==> src/rtl/core/i2rd_pkg.sv <==
// Shared constants and helpers for the integer to radix digit converter.
package i2rd_pkg;

  localparam int unsigned ValueBits  = 31;
  localparam int unsigned RadixBits  = 6;
  localparam int unsigned DigitBits  = 6;
  localparam int unsigned CharBits   = 7;
  localparam int unsigned RecipBits  = 32;
  localparam int unsigned StoreDepth = ValueBits + 1;
  localparam int unsigned PtrBits    = $clog2(StoreDepth);
  localparam int unsigned ProdBits   = ValueBits + RecipBits;
  // residue after the estimate is below twice the radix, so a few low bits suffice
  localparam int unsigned RemBits    = RadixBits + 1;

  localparam logic [RadixBits-1:0] RadixMin     = RadixBits'(2);
  localparam logic [RadixBits-1:0] RadixMax     = RadixBits'(36);
  localparam logic [DigitBits-1:0] DecimalLimit = DigitBits'(10);
  localparam logic [CharBits-1:0]  AsciiZero    = CharBits'(8'h30);
  localparam logic [CharBits-1:0]  AsciiAlpha   = CharBits'(8'h41);

  function automatic logic [RadixBits-1:0] clamp_radix(input logic [RadixBits-1:0] r);
    logic [RadixBits-1:0] res;
    res = r;
    if (r < RadixMin) res = RadixMin;
    if (r > RadixMax) res = RadixMax;
    return res;
  endfunction

  // floor(2^32 / r) for r in 2..36
  function automatic logic [RecipBits-1:0] recip(input logic [RadixBits-1:0] r);
    logic [RecipBits-1:0] res;
    unique case (r)
      6'd2:    res = 32'd2147483648;
      6'd3:    res = 32'd1431655765;
      6'd4:    res = 32'd1073741824;
      6'd5:    res = 32'd858993459;
      6'd6:    res = 32'd715827882;
      6'd7:    res = 32'd613566756;
      6'd8:    res = 32'd536870912;
      6'd9:    res = 32'd477218588;
      6'd10:   res = 32'd429496729;
      6'd11:   res = 32'd390451572;
      6'd12:   res = 32'd357913941;
      6'd13:   res = 32'd330382099;
      6'd14:   res = 32'd306783378;
      6'd15:   res = 32'd286331153;
      6'd16:   res = 32'd268435456;
      6'd17:   res = 32'd252645135;
      6'd18:   res = 32'd238609294;
      6'd19:   res = 32'd226050910;
      6'd20:   res = 32'd214748364;
      6'd21:   res = 32'd204522252;
      6'd22:   res = 32'd195225786;
      6'd23:   res = 32'd186737708;
      6'd24:   res = 32'd178956970;
      6'd25:   res = 32'd171798691;
      6'd26:   res = 32'd165191049;
      6'd27:   res = 32'd159072862;
      6'd28:   res = 32'd153391689;
      6'd29:   res = 32'd148102320;
      6'd30:   res = 32'd143165576;
      6'd31:   res = 32'd138547332;
      6'd32:   res = 32'd134217728;
      6'd33:   res = 32'd130150524;
      6'd34:   res = 32'd126322567;
      6'd35:   res = 32'd122713351;
      6'd36:   res = 32'd119304647;
      default: res = '0;
    endcase
    return res;
  endfunction

  function automatic logic [CharBits-1:0] digit_to_ascii(input logic [DigitBits-1:0] d);
    logic [CharBits-1:0] res;
    if (d < DecimalLimit) res = AsciiZero + CharBits'(d);
    else res = AsciiAlpha + CharBits'(d - DecimalLimit);
    return res;
  endfunction

endpackage

==> src/rtl/core/i2rd_in_if.sv <==
// Input channel: integer and radix with valid/ready handshake.
interface i2rd_in_if;
  logic                               valid;
  logic                               ready;
  logic [i2rd_pkg::ValueBits-1:0]     value;
  logic [i2rd_pkg::RadixBits-1:0]     radix;

  modport source (output valid, output value, output radix, input ready);
  modport sink   (input valid, input value, input radix, output ready);
endinterface

==> src/rtl/core/i2rd_out_if.sv <==
// Output channel: one ASCII digit per transfer with a last flag.
interface i2rd_out_if;
  logic                              valid;
  logic                              ready;
  logic [i2rd_pkg::CharBits-1:0]     digit_char;
  logic                              last;

  modport source (output valid, output digit_char, output last, input ready);
  modport sink   (input valid, input digit_char, input last, output ready);
endinterface

==> src/rtl/core/integer_to_radix_digits_top.sv <==
// Integer to radix digit converter: sequencer, shared multiplier and digit store.
//
// Usage:
//   in_i  : one transfer carries a 31-bit unsigned value and a 6-bit radix.
//           Radix below 2 is taken as 2, above 36 as 36.
//   out_o : one transfer per digit, most significant first, as ASCII
//           '0'-'9' / 'A'-'Z'; last is high on the final digit. Zero gives '0'.
// Sequence:
//   Each division step runs on the one shared multiplier through StMul,
//   StSub and StCor (reciprocal multiply, back-multiply, correction). Once
//   converted, each digit is emitted through StRead, StLoad and StHold
//   (read, load, transfer). One item at a time: in_i.ready is high only
//   while idle, so no new item is taken until its last digit is out.
// Reset: asynchronous, active low; returns to idle with no digit pending.
// Stall: a held digit stays in the output register until taken; the
//   sequencer waits and nothing is lost or repeated.
module integer_to_radix_digits_top (
  input  logic           clk_i,
  input  logic           rst_ni,
  i2rd_in_if.sink        in_i,
  i2rd_out_if.source     out_o
);

  typedef enum logic [2:0] {
    StIdle,
    StMul,    // quotient times reciprocal, or finish if single digit left
    StSub,    // residue = quotient - estimate * radix
    StCor,    // fix estimate by at most one, store digit
    StRead,   // memory read in flight
    StLoad,   // move read digit into output register
    StHold    // wait for output transfer
  } state_e;

  state_e state_q;

  logic [i2rd_pkg::ValueBits-1:0] quot_q;
  logic [i2rd_pkg::ValueBits-1:0] qest_q;
  logic [i2rd_pkg::RadixBits-1:0] radix_q;
  logic [i2rd_pkg::RemBits-1:0]   rem_q;
  logic [i2rd_pkg::PtrBits-1:0]   ptr_q;
  logic                           out_valid_q;
  logic [i2rd_pkg::CharBits-1:0]  out_char_q;
  logic                           out_last_q;

  // digit store
  logic [i2rd_pkg::DigitBits-1:0] mem_q [i2rd_pkg::StoreDepth];
  logic [i2rd_pkg::DigitBits-1:0] rd_data_q;
  logic                           wr_en;
  logic [i2rd_pkg::DigitBits-1:0] wr_data;

  // arithmetic: one multiplier, operands steered by state
  logic [i2rd_pkg::ValueBits-1:0] mul_a;
  logic [i2rd_pkg::RecipBits-1:0] mul_b;
  logic [i2rd_pkg::ProdBits-1:0]  mul_p;
  logic [i2rd_pkg::RemBits-1:0]   radix_ext;
  logic                           rem_over;
  logic                           single_left;

  always_comb begin
    if (state_q == StMul) begin
      mul_a = quot_q;
      mul_b = i2rd_pkg::recip(radix_q);
    end else begin
      mul_a = qest_q;
      mul_b = i2rd_pkg::RecipBits'(radix_q);
    end
  end

  assign mul_p       = mul_a * mul_b;
  assign radix_ext   = {1'b0, radix_q};
  assign rem_over    = (rem_q >= radix_ext);
  assign single_left = (quot_q < i2rd_pkg::ValueBits'(radix_q)) ||
                       (ptr_q == i2rd_pkg::PtrBits'(i2rd_pkg::StoreDepth - 1));

  always_comb begin
    wr_en   = 1'b0;
    wr_data = quot_q[i2rd_pkg::DigitBits-1:0];
    if (state_q == StCor) begin
      wr_en   = 1'b1;
      wr_data = rem_over ? i2rd_pkg::DigitBits'(rem_q - radix_ext)
                         : rem_q[i2rd_pkg::DigitBits-1:0];
    end else if (state_q == StMul && single_left) begin
      wr_en   = 1'b1;
    end
  end

  always_ff @(posedge clk_i) begin
    if (wr_en) begin
      mem_q[ptr_q] <= wr_data;
    end
    rd_data_q <= mem_q[ptr_q];
  end

  always_ff @(posedge clk_i or negedge rst_ni) begin
    if (!rst_ni) begin
      state_q     <= StIdle;
      quot_q      <= '0;
      qest_q      <= '0;
      radix_q     <= '0;
      rem_q       <= '0;
      ptr_q       <= '0;
      out_valid_q <= 1'b0;
      out_char_q  <= '0;
      out_last_q  <= 1'b0;
    end else begin
      unique case (state_q)
        StIdle: begin
          if (in_i.valid) begin
            quot_q  <= in_i.value;
            radix_q <= i2rd_pkg::clamp_radix(in_i.radix);
            ptr_q   <= '0;
            state_q <= StMul;
          end
        end
        StMul: begin
          if (single_left) begin
            // final (most significant) digit written; ptr now addresses it
            quot_q  <= '0;
            state_q <= StRead;
          end else begin
            qest_q  <= mul_p[i2rd_pkg::ProdBits-1 -: i2rd_pkg::ValueBits];
            state_q <= StSub;
          end
        end
        StSub: begin
          rem_q   <= quot_q[i2rd_pkg::RemBits-1:0] - mul_p[i2rd_pkg::RemBits-1:0];
          state_q <= StCor;
        end
        StCor: begin
          quot_q  <= rem_over ? qest_q + i2rd_pkg::ValueBits'(1) : qest_q;
          ptr_q   <= ptr_q + i2rd_pkg::PtrBits'(1);
          state_q <= StMul;
        end
        StRead: begin
          state_q <= StLoad;
        end
        StLoad: begin
          out_char_q  <= i2rd_pkg::digit_to_ascii(rd_data_q);
          out_last_q  <= (ptr_q == '0);
          out_valid_q <= 1'b1;
          state_q     <= StHold;
        end
        StHold: begin
          if (out_o.ready) begin
            out_valid_q <= 1'b0;
            if (out_last_q) begin
              state_q <= StIdle;
            end else begin
              ptr_q   <= ptr_q - i2rd_pkg::PtrBits'(1);
              state_q <= StRead;
            end
          end
        end
        default: state_q <= StIdle;
      endcase
    end
  end

  assign in_i.ready       = (state_q == StIdle);
  assign out_o.valid      = out_valid_q;
  assign out_o.digit_char = out_char_q;
  assign out_o.last       = out_last_q;

endmodule
==> src/flat_wrapper.sv <==
// flat-port wrapper written by rule: the top's interface ports become plain ports
module integer_to_radix_digits_top_flat 
  (clk_i, rst_ni, in_i_valid, in_i_value, in_i_radix, in_i_ready, out_o_valid, out_o_digit_char, out_o_last, out_o_ready);
  i2rd_in_if in_i_i ();
  i2rd_out_if out_o_i ();
  input  logic clk_i;
  input  logic rst_ni;
  input wire logic [$bits(in_i_i.valid)-1:0] in_i_valid;
  input wire logic [$bits(in_i_i.value)-1:0] in_i_value;
  input wire logic [$bits(in_i_i.radix)-1:0] in_i_radix;
  output wire logic [$bits(in_i_i.ready)-1:0] in_i_ready;
  output wire logic [$bits(out_o_i.valid)-1:0] out_o_valid;
  output wire logic [$bits(out_o_i.digit_char)-1:0] out_o_digit_char;
  output wire logic [$bits(out_o_i.last)-1:0] out_o_last;
  input wire logic [$bits(out_o_i.ready)-1:0] out_o_ready;
  assign in_i_i.valid = in_i_valid;
  assign in_i_i.value = in_i_value;
  assign in_i_i.radix = in_i_radix;
  assign in_i_ready = in_i_i.ready;
  assign out_o_valid = out_o_i.valid;
  assign out_o_digit_char = out_o_i.digit_char;
  assign out_o_last = out_o_i.last;
  assign out_o_i.ready = out_o_ready;
  integer_to_radix_digits_top u_core (.clk_i(clk_i), .rst_ni(rst_ni), .in_i(in_i_i), .out_o(out_o_i));
endmodule
==> config.mk <==
export PLATFORM = sky130hd
export DESIGN_NAME = integer_to_radix_digits_top_flat
export DESIGN_NICKNAME = d
export VERILOG_FILES = /design/src/rtl/core/i2rd_pkg.sv /design/src/rtl/core/i2rd_in_if.sv /design/src/rtl/core/i2rd_out_if.sv /design/src/rtl/core/integer_to_radix_digits_top.sv /design/src/flat_wrapper.sv
export SDC_FILE = /design/constraint.sdc
export NUM_CORES = 2
export LEC_CHECK = 0
export ABC_AREA = 0
export ABC_CLOCK_PERIOD_IN_PS = 15050
export BUFFER_PORTS_ARGS = -buffer_cell sky130_fd_sc_hd__buf_2
export CORE_MARGIN = 10
export CORE_UTILIZATION = 31
export CTS_CLUSTER_SIZE = 12
export DETAILED_ROUTE_END_ITERATION = 8
export GPL_TIMING_DRIVEN = 0
export PLACE_DENSITY = 0.45
export REMOVE_ABC_BUFFERS = 1
export SYNTH_ARGS = -nofsm -noshare
export SYNTH_HDL_FRONTEND = slang
export SYNTH_SLANG_ARGS = --single-unit
==> constraint.sdc <==
create_clock -name clk_i -period 15.05 [get_ports clk_i]
set_input_delay 3.7625 -clock clk_i [delete_from_list [all_inputs] [get_ports clk_i]]
set_output_delay 3.7625 -clock clk_i [all_outputs]
set_load 0.02 [all_outputs]
==> impl_metrics.yaml <==
outcome:
  status: "finished with violations"
  violations: "max-capacitance violations, max-slew violations"
route:
  drc: 0
  vias: 35000
  drtIter0Drc: 2948
  wl_um: 168000
  ant_nets: 0
  wire_per_inst_um: 24.7
  drtPass1Iterations: 7
  vias_per_cell: 5.15
floorplan:
  core_area_sq_mm: 0.146
  pin_count: 51
  initial_utilization_pct: 31.3
  dieArea_sq_mm: 0.163
  die_x_um: 404
  dieHeight_um: 404
  rows: 140
timing:
  rsz0062_at_grt: "false"
  worstMarginPinSlew_ns: 1.56
  setup_violations: 0
  final_max_slew_viol_count: 6
  period_share_pct: 83.5
  fin_hold_ws_ns: 0.479
  relSlewSlack_pct: -7.20
  clock_skew_ns: 0.0170
  period_needed_ns: 12.56
  fmax_ghz: 0.0796
  hold_viol: 0
setup_path:
  worstSetupPathType: "flip-flop to flip-flop"
  cp_common_cell: "fa_1"
  max_stage_delay_ns: 1.27
  slowest_stage: "dfrtp_1"
  worst_setup_path_end_kind: "flip-flop"
  arrival_ns: 12.94
  required_ns: 15.43
  start_kind: "flip-flop"
  critPathMaxFanout: 42
power_and_ir_drop:
  powerDensity_mw_per_mm2: 237
  irDropWorstVdd_mv: 0.176
  power.leakage_nw: 22.4
global_routing:
  grt.total_usage_pct: 20.6
  grt_pass1_vias: 37000
  antenna_found_initial: 9
  grt_remaining_overflow: 0
  grt_max_degree: 59
  grt_pass1_wl_um: 250000
clock_network:
  clk_pin_slew_ns: 0.07
  root_buffer: "clkbuf_16"
  cts_sinks: 290
  cts_resized: 0
  clock_latency_ns: 0.52
  cts_buffers: 34
  cts_setup_buffers: 0
  h-tree-depth: 2
  clockBufferDepth: 3
  cts_tree: "yes"
  cts_hold_buf: 0
final_layout:
  nets: 6059
  design_area_sq_mm: 0.0506
  drive_gt1_share_pct: 6.74
  multi_input_area_sq_mm: 0.0338
  regArea_sq_mm: 0.00820
  syn_to_final_growth_pct: 10.7
  n_fill_cell: 15100
synthesis:
  synth_simple_gate_area_share_pct: 14.5
  yosys_warnings: 0
  synthMuxAreaShare_pct: 3.12
  synth_seq_cells: 290
  synth.cell_area_sq_mm: 0.0457
  postSynthAreaPerCell_sq_um: 9.25
  synth-async-reset-ratio_pct: 31.7
  synthCells: 4943
  synth_xor_xnor_area_share_pct: 1.40
  synth_cell_types: 78
  seq_area_frac_synth_pct: 17.9
  synthAdderAreaFrac_pct: 46.0
  synth-main-ff-cell: "edfxtp_1"
  synth_compound_area_share_pct: 7.42
  synth_edf_count: 192
  synth_top_family_by_area: "adder cells"
placed_design:
  place_area_sq_mm: 0.0496
  hpwl_um: 132000
  io_buffer_count: 50
  globalplace.congestion: 0.936
job:
  max_cap_violations: 2
worst_hold_path:
  hold_class: "flip-flop to flip-flop"
==> routing by layer <==
metal	GRT usage (%)	share of wire (%)	up-vias
li1	-	-	15300
met1	28.1	43	18300
met2	33.0	46	1153
met3	3.47	6.7	272
met4	7.03	4.1	4
met5	0	0.016	-
==> sequential cells by signal (all words and copies together) (netlist names) <==
name,cells
u_core.mem_q,192
u_core.out_o.digit_char,7
u_core.out_o.last,1
u_core.out_o.valid,1
u_core.ptr_q,5
u_core.qest_q,31
u_core.quot_q,31
u_core.radix_q,6
u_core.rd_data_q,6
u_core.rem_q,7
u_core.state_q,3
==> where the power goes <==
group          leakage (nW)  switching, mW  internal (mW)
Combinational          19.0           6.50           3.35
Sequential             3.00          0.279           1.11
Clock                 0.485          0.327          0.434
Total                  22.4           7.11           4.89
==> cells in the mapped netlist, types with 6 or more instances <==
| master | count | share of area [%] |
|---|---|---|
| inv_1 | 911 | 7.5 |
| fa_1 | 869 | 38 |
| nand2_1 | 827 | 6.8 |
| nor2_1 | 598 | 4.9 |
| ha_1 | 290 | 7.9 |
| clkbuf_1 | 215 | 1.8 |
| edfxtp_1 | 192 | 13 |
| a21oi_1 | 138 | 1.5 |
| o21ai_0 | 135 | 1.5 |
| dfrtp_1 | 92 | 5.0 |
| xnor2_1 | 58 | 1.1 |
| mux4_2 | 48 | 2.4 |
| nor3_1 | 48 | 0.53 |
| nand3_1 | 41 | 0.45 |
| a21o_1 | 34 | 0.56 |
| a22oi_1 | 29 | 0.48 |
| mux2i_1 | 28 | 0.61 |
| nand4_1 | 22 | 0.30 |
| buf_1 | 20 | 0.16 |
| o211ai_1 | 20 | 0.33 |
| and3_1 | 19 | 0.26 |
| o31ai_1 | 18 | 0.30 |
| a31oi_1 | 17 | 0.23 |
| and2_1 | 17 | 0.23 |
| buf_2 | 16 | 0.18 |
| o21bai_1 | 16 | 0.26 |
| o221ai_1 | 16 | 0.31 |
| nor2b_1 | 15 | 0.21 |
| xor2_1 | 15 | 0.29 |
| a211oi_1 | 14 | 0.23 |
| nand2b_1 | 14 | 0.19 |
| o21a_1 | 14 | 0.23 |
| o2111ai_1 | 12 | 0.23 |
| or3_1 | 10 | 0.14 |
| o21ai_1 | 9 | 0.098 |
| nor4_1 | 8 | 0.11 |
| a221oi_1 | 6 | 0.11 |
| dfxtp_1 | 6 | 0.26 |
| mux2_2 | 6 | 0.15 |
| nand3b_1 | 6 | 0.098 |
==> worst max-delay path, delay by kind of cell (launching register included) <==
kind                       cells  cell delay (ns)
and+or+nand+nor                4             0.98
muxes                          1             0.20
DFF                            1             1.27
AOI/OAI and AO/OA             10             4.64
adders and majority gates      9             4.06
buffers and inverters          6             1.24
==> final cells by class <==
cell class / instances / area share, %
Tap cell: 1917 / 4.74
Sequential cell: 290 / 16.2
Inverter: 914 / 6.78
Clock inverter: 13 / 0.141
Clock buffer: 48 / 1.85
Timing Repair Buffer: 131 / 3.58
Multi-Input combinational cell: 3488 / 66.7
Antenna cell: 2 / 0.00989
==> metrics by stage <==
stage / setup slack (ns) / setup TNS (ns) / utilization (%) / instances / power, mW
global placement: -5.61 / -132.89 / 32.5 / 6659 / 10.6
detailed placement: 2.81 / 0 / 33.9 / 6740 / 11.1
global route: 2.26 / 0 / 34.6 / 6801 / 13.0
finish: 2.49 / 0 / 34.6 / 6803 / 12.0
CTS: 2.77 / 0 / 34.6 / 6801 / 12.0
floorplan: 2.15 / 0 / - / 4692 / 6.99
==> cells by family (layout without fill, tap and decap cells) <==
group | count (synthesis) | after routing
xor+xnor | 73 | 73
mux | 82 | 82
simple gates | 1644 | 1644
fa+ha+maj | 1160 | 1160
buf+inv | 1165 | 1106
compound gates | 529 | 529
other cells | 0 | 2
flops | 290 | 290
==> layout by cell type, fill, tap and decap left out, drive strengths merged, types with 92 or more instances in the layout <==
master | netlist | routed
o21ai | 144 | 144
fa | 869 | 869
nor2 | 598 | 598
nand2 | 827 | 827
a21oi | 139 | 139
edfxtp | 192 | 192
ha | 290 | 290
dfrtp | 92 | 92
inv | 912 | 913
buf | 36 | 131
==> worst paths after layout <==
path / start / endpoint / slack, ns / cells past startpoint
max: u_core.radix_q[3] / u_core.qest_q[29] / 2.49 / 30
min: u_core.out_o.digit_char[0] / u_core.out_o.digit_char[0] / 0.48 / 2
max reg2reg: u_core.radix_q[3] / u_core.qest_q[29] / 2.49 / 30
min reg2reg: u_core.out_o.digit_char[0] / u_core.out_o.digit_char[0] / 0.48 / 2
max in group asynchronous: rst_ni / u_core.radix_q[5] / 11.08 / 2
min in group asynchronous: rst_ni / u_core.qest_q[26] / 3.23 / 1
Power figures use the tool's default switching activity.
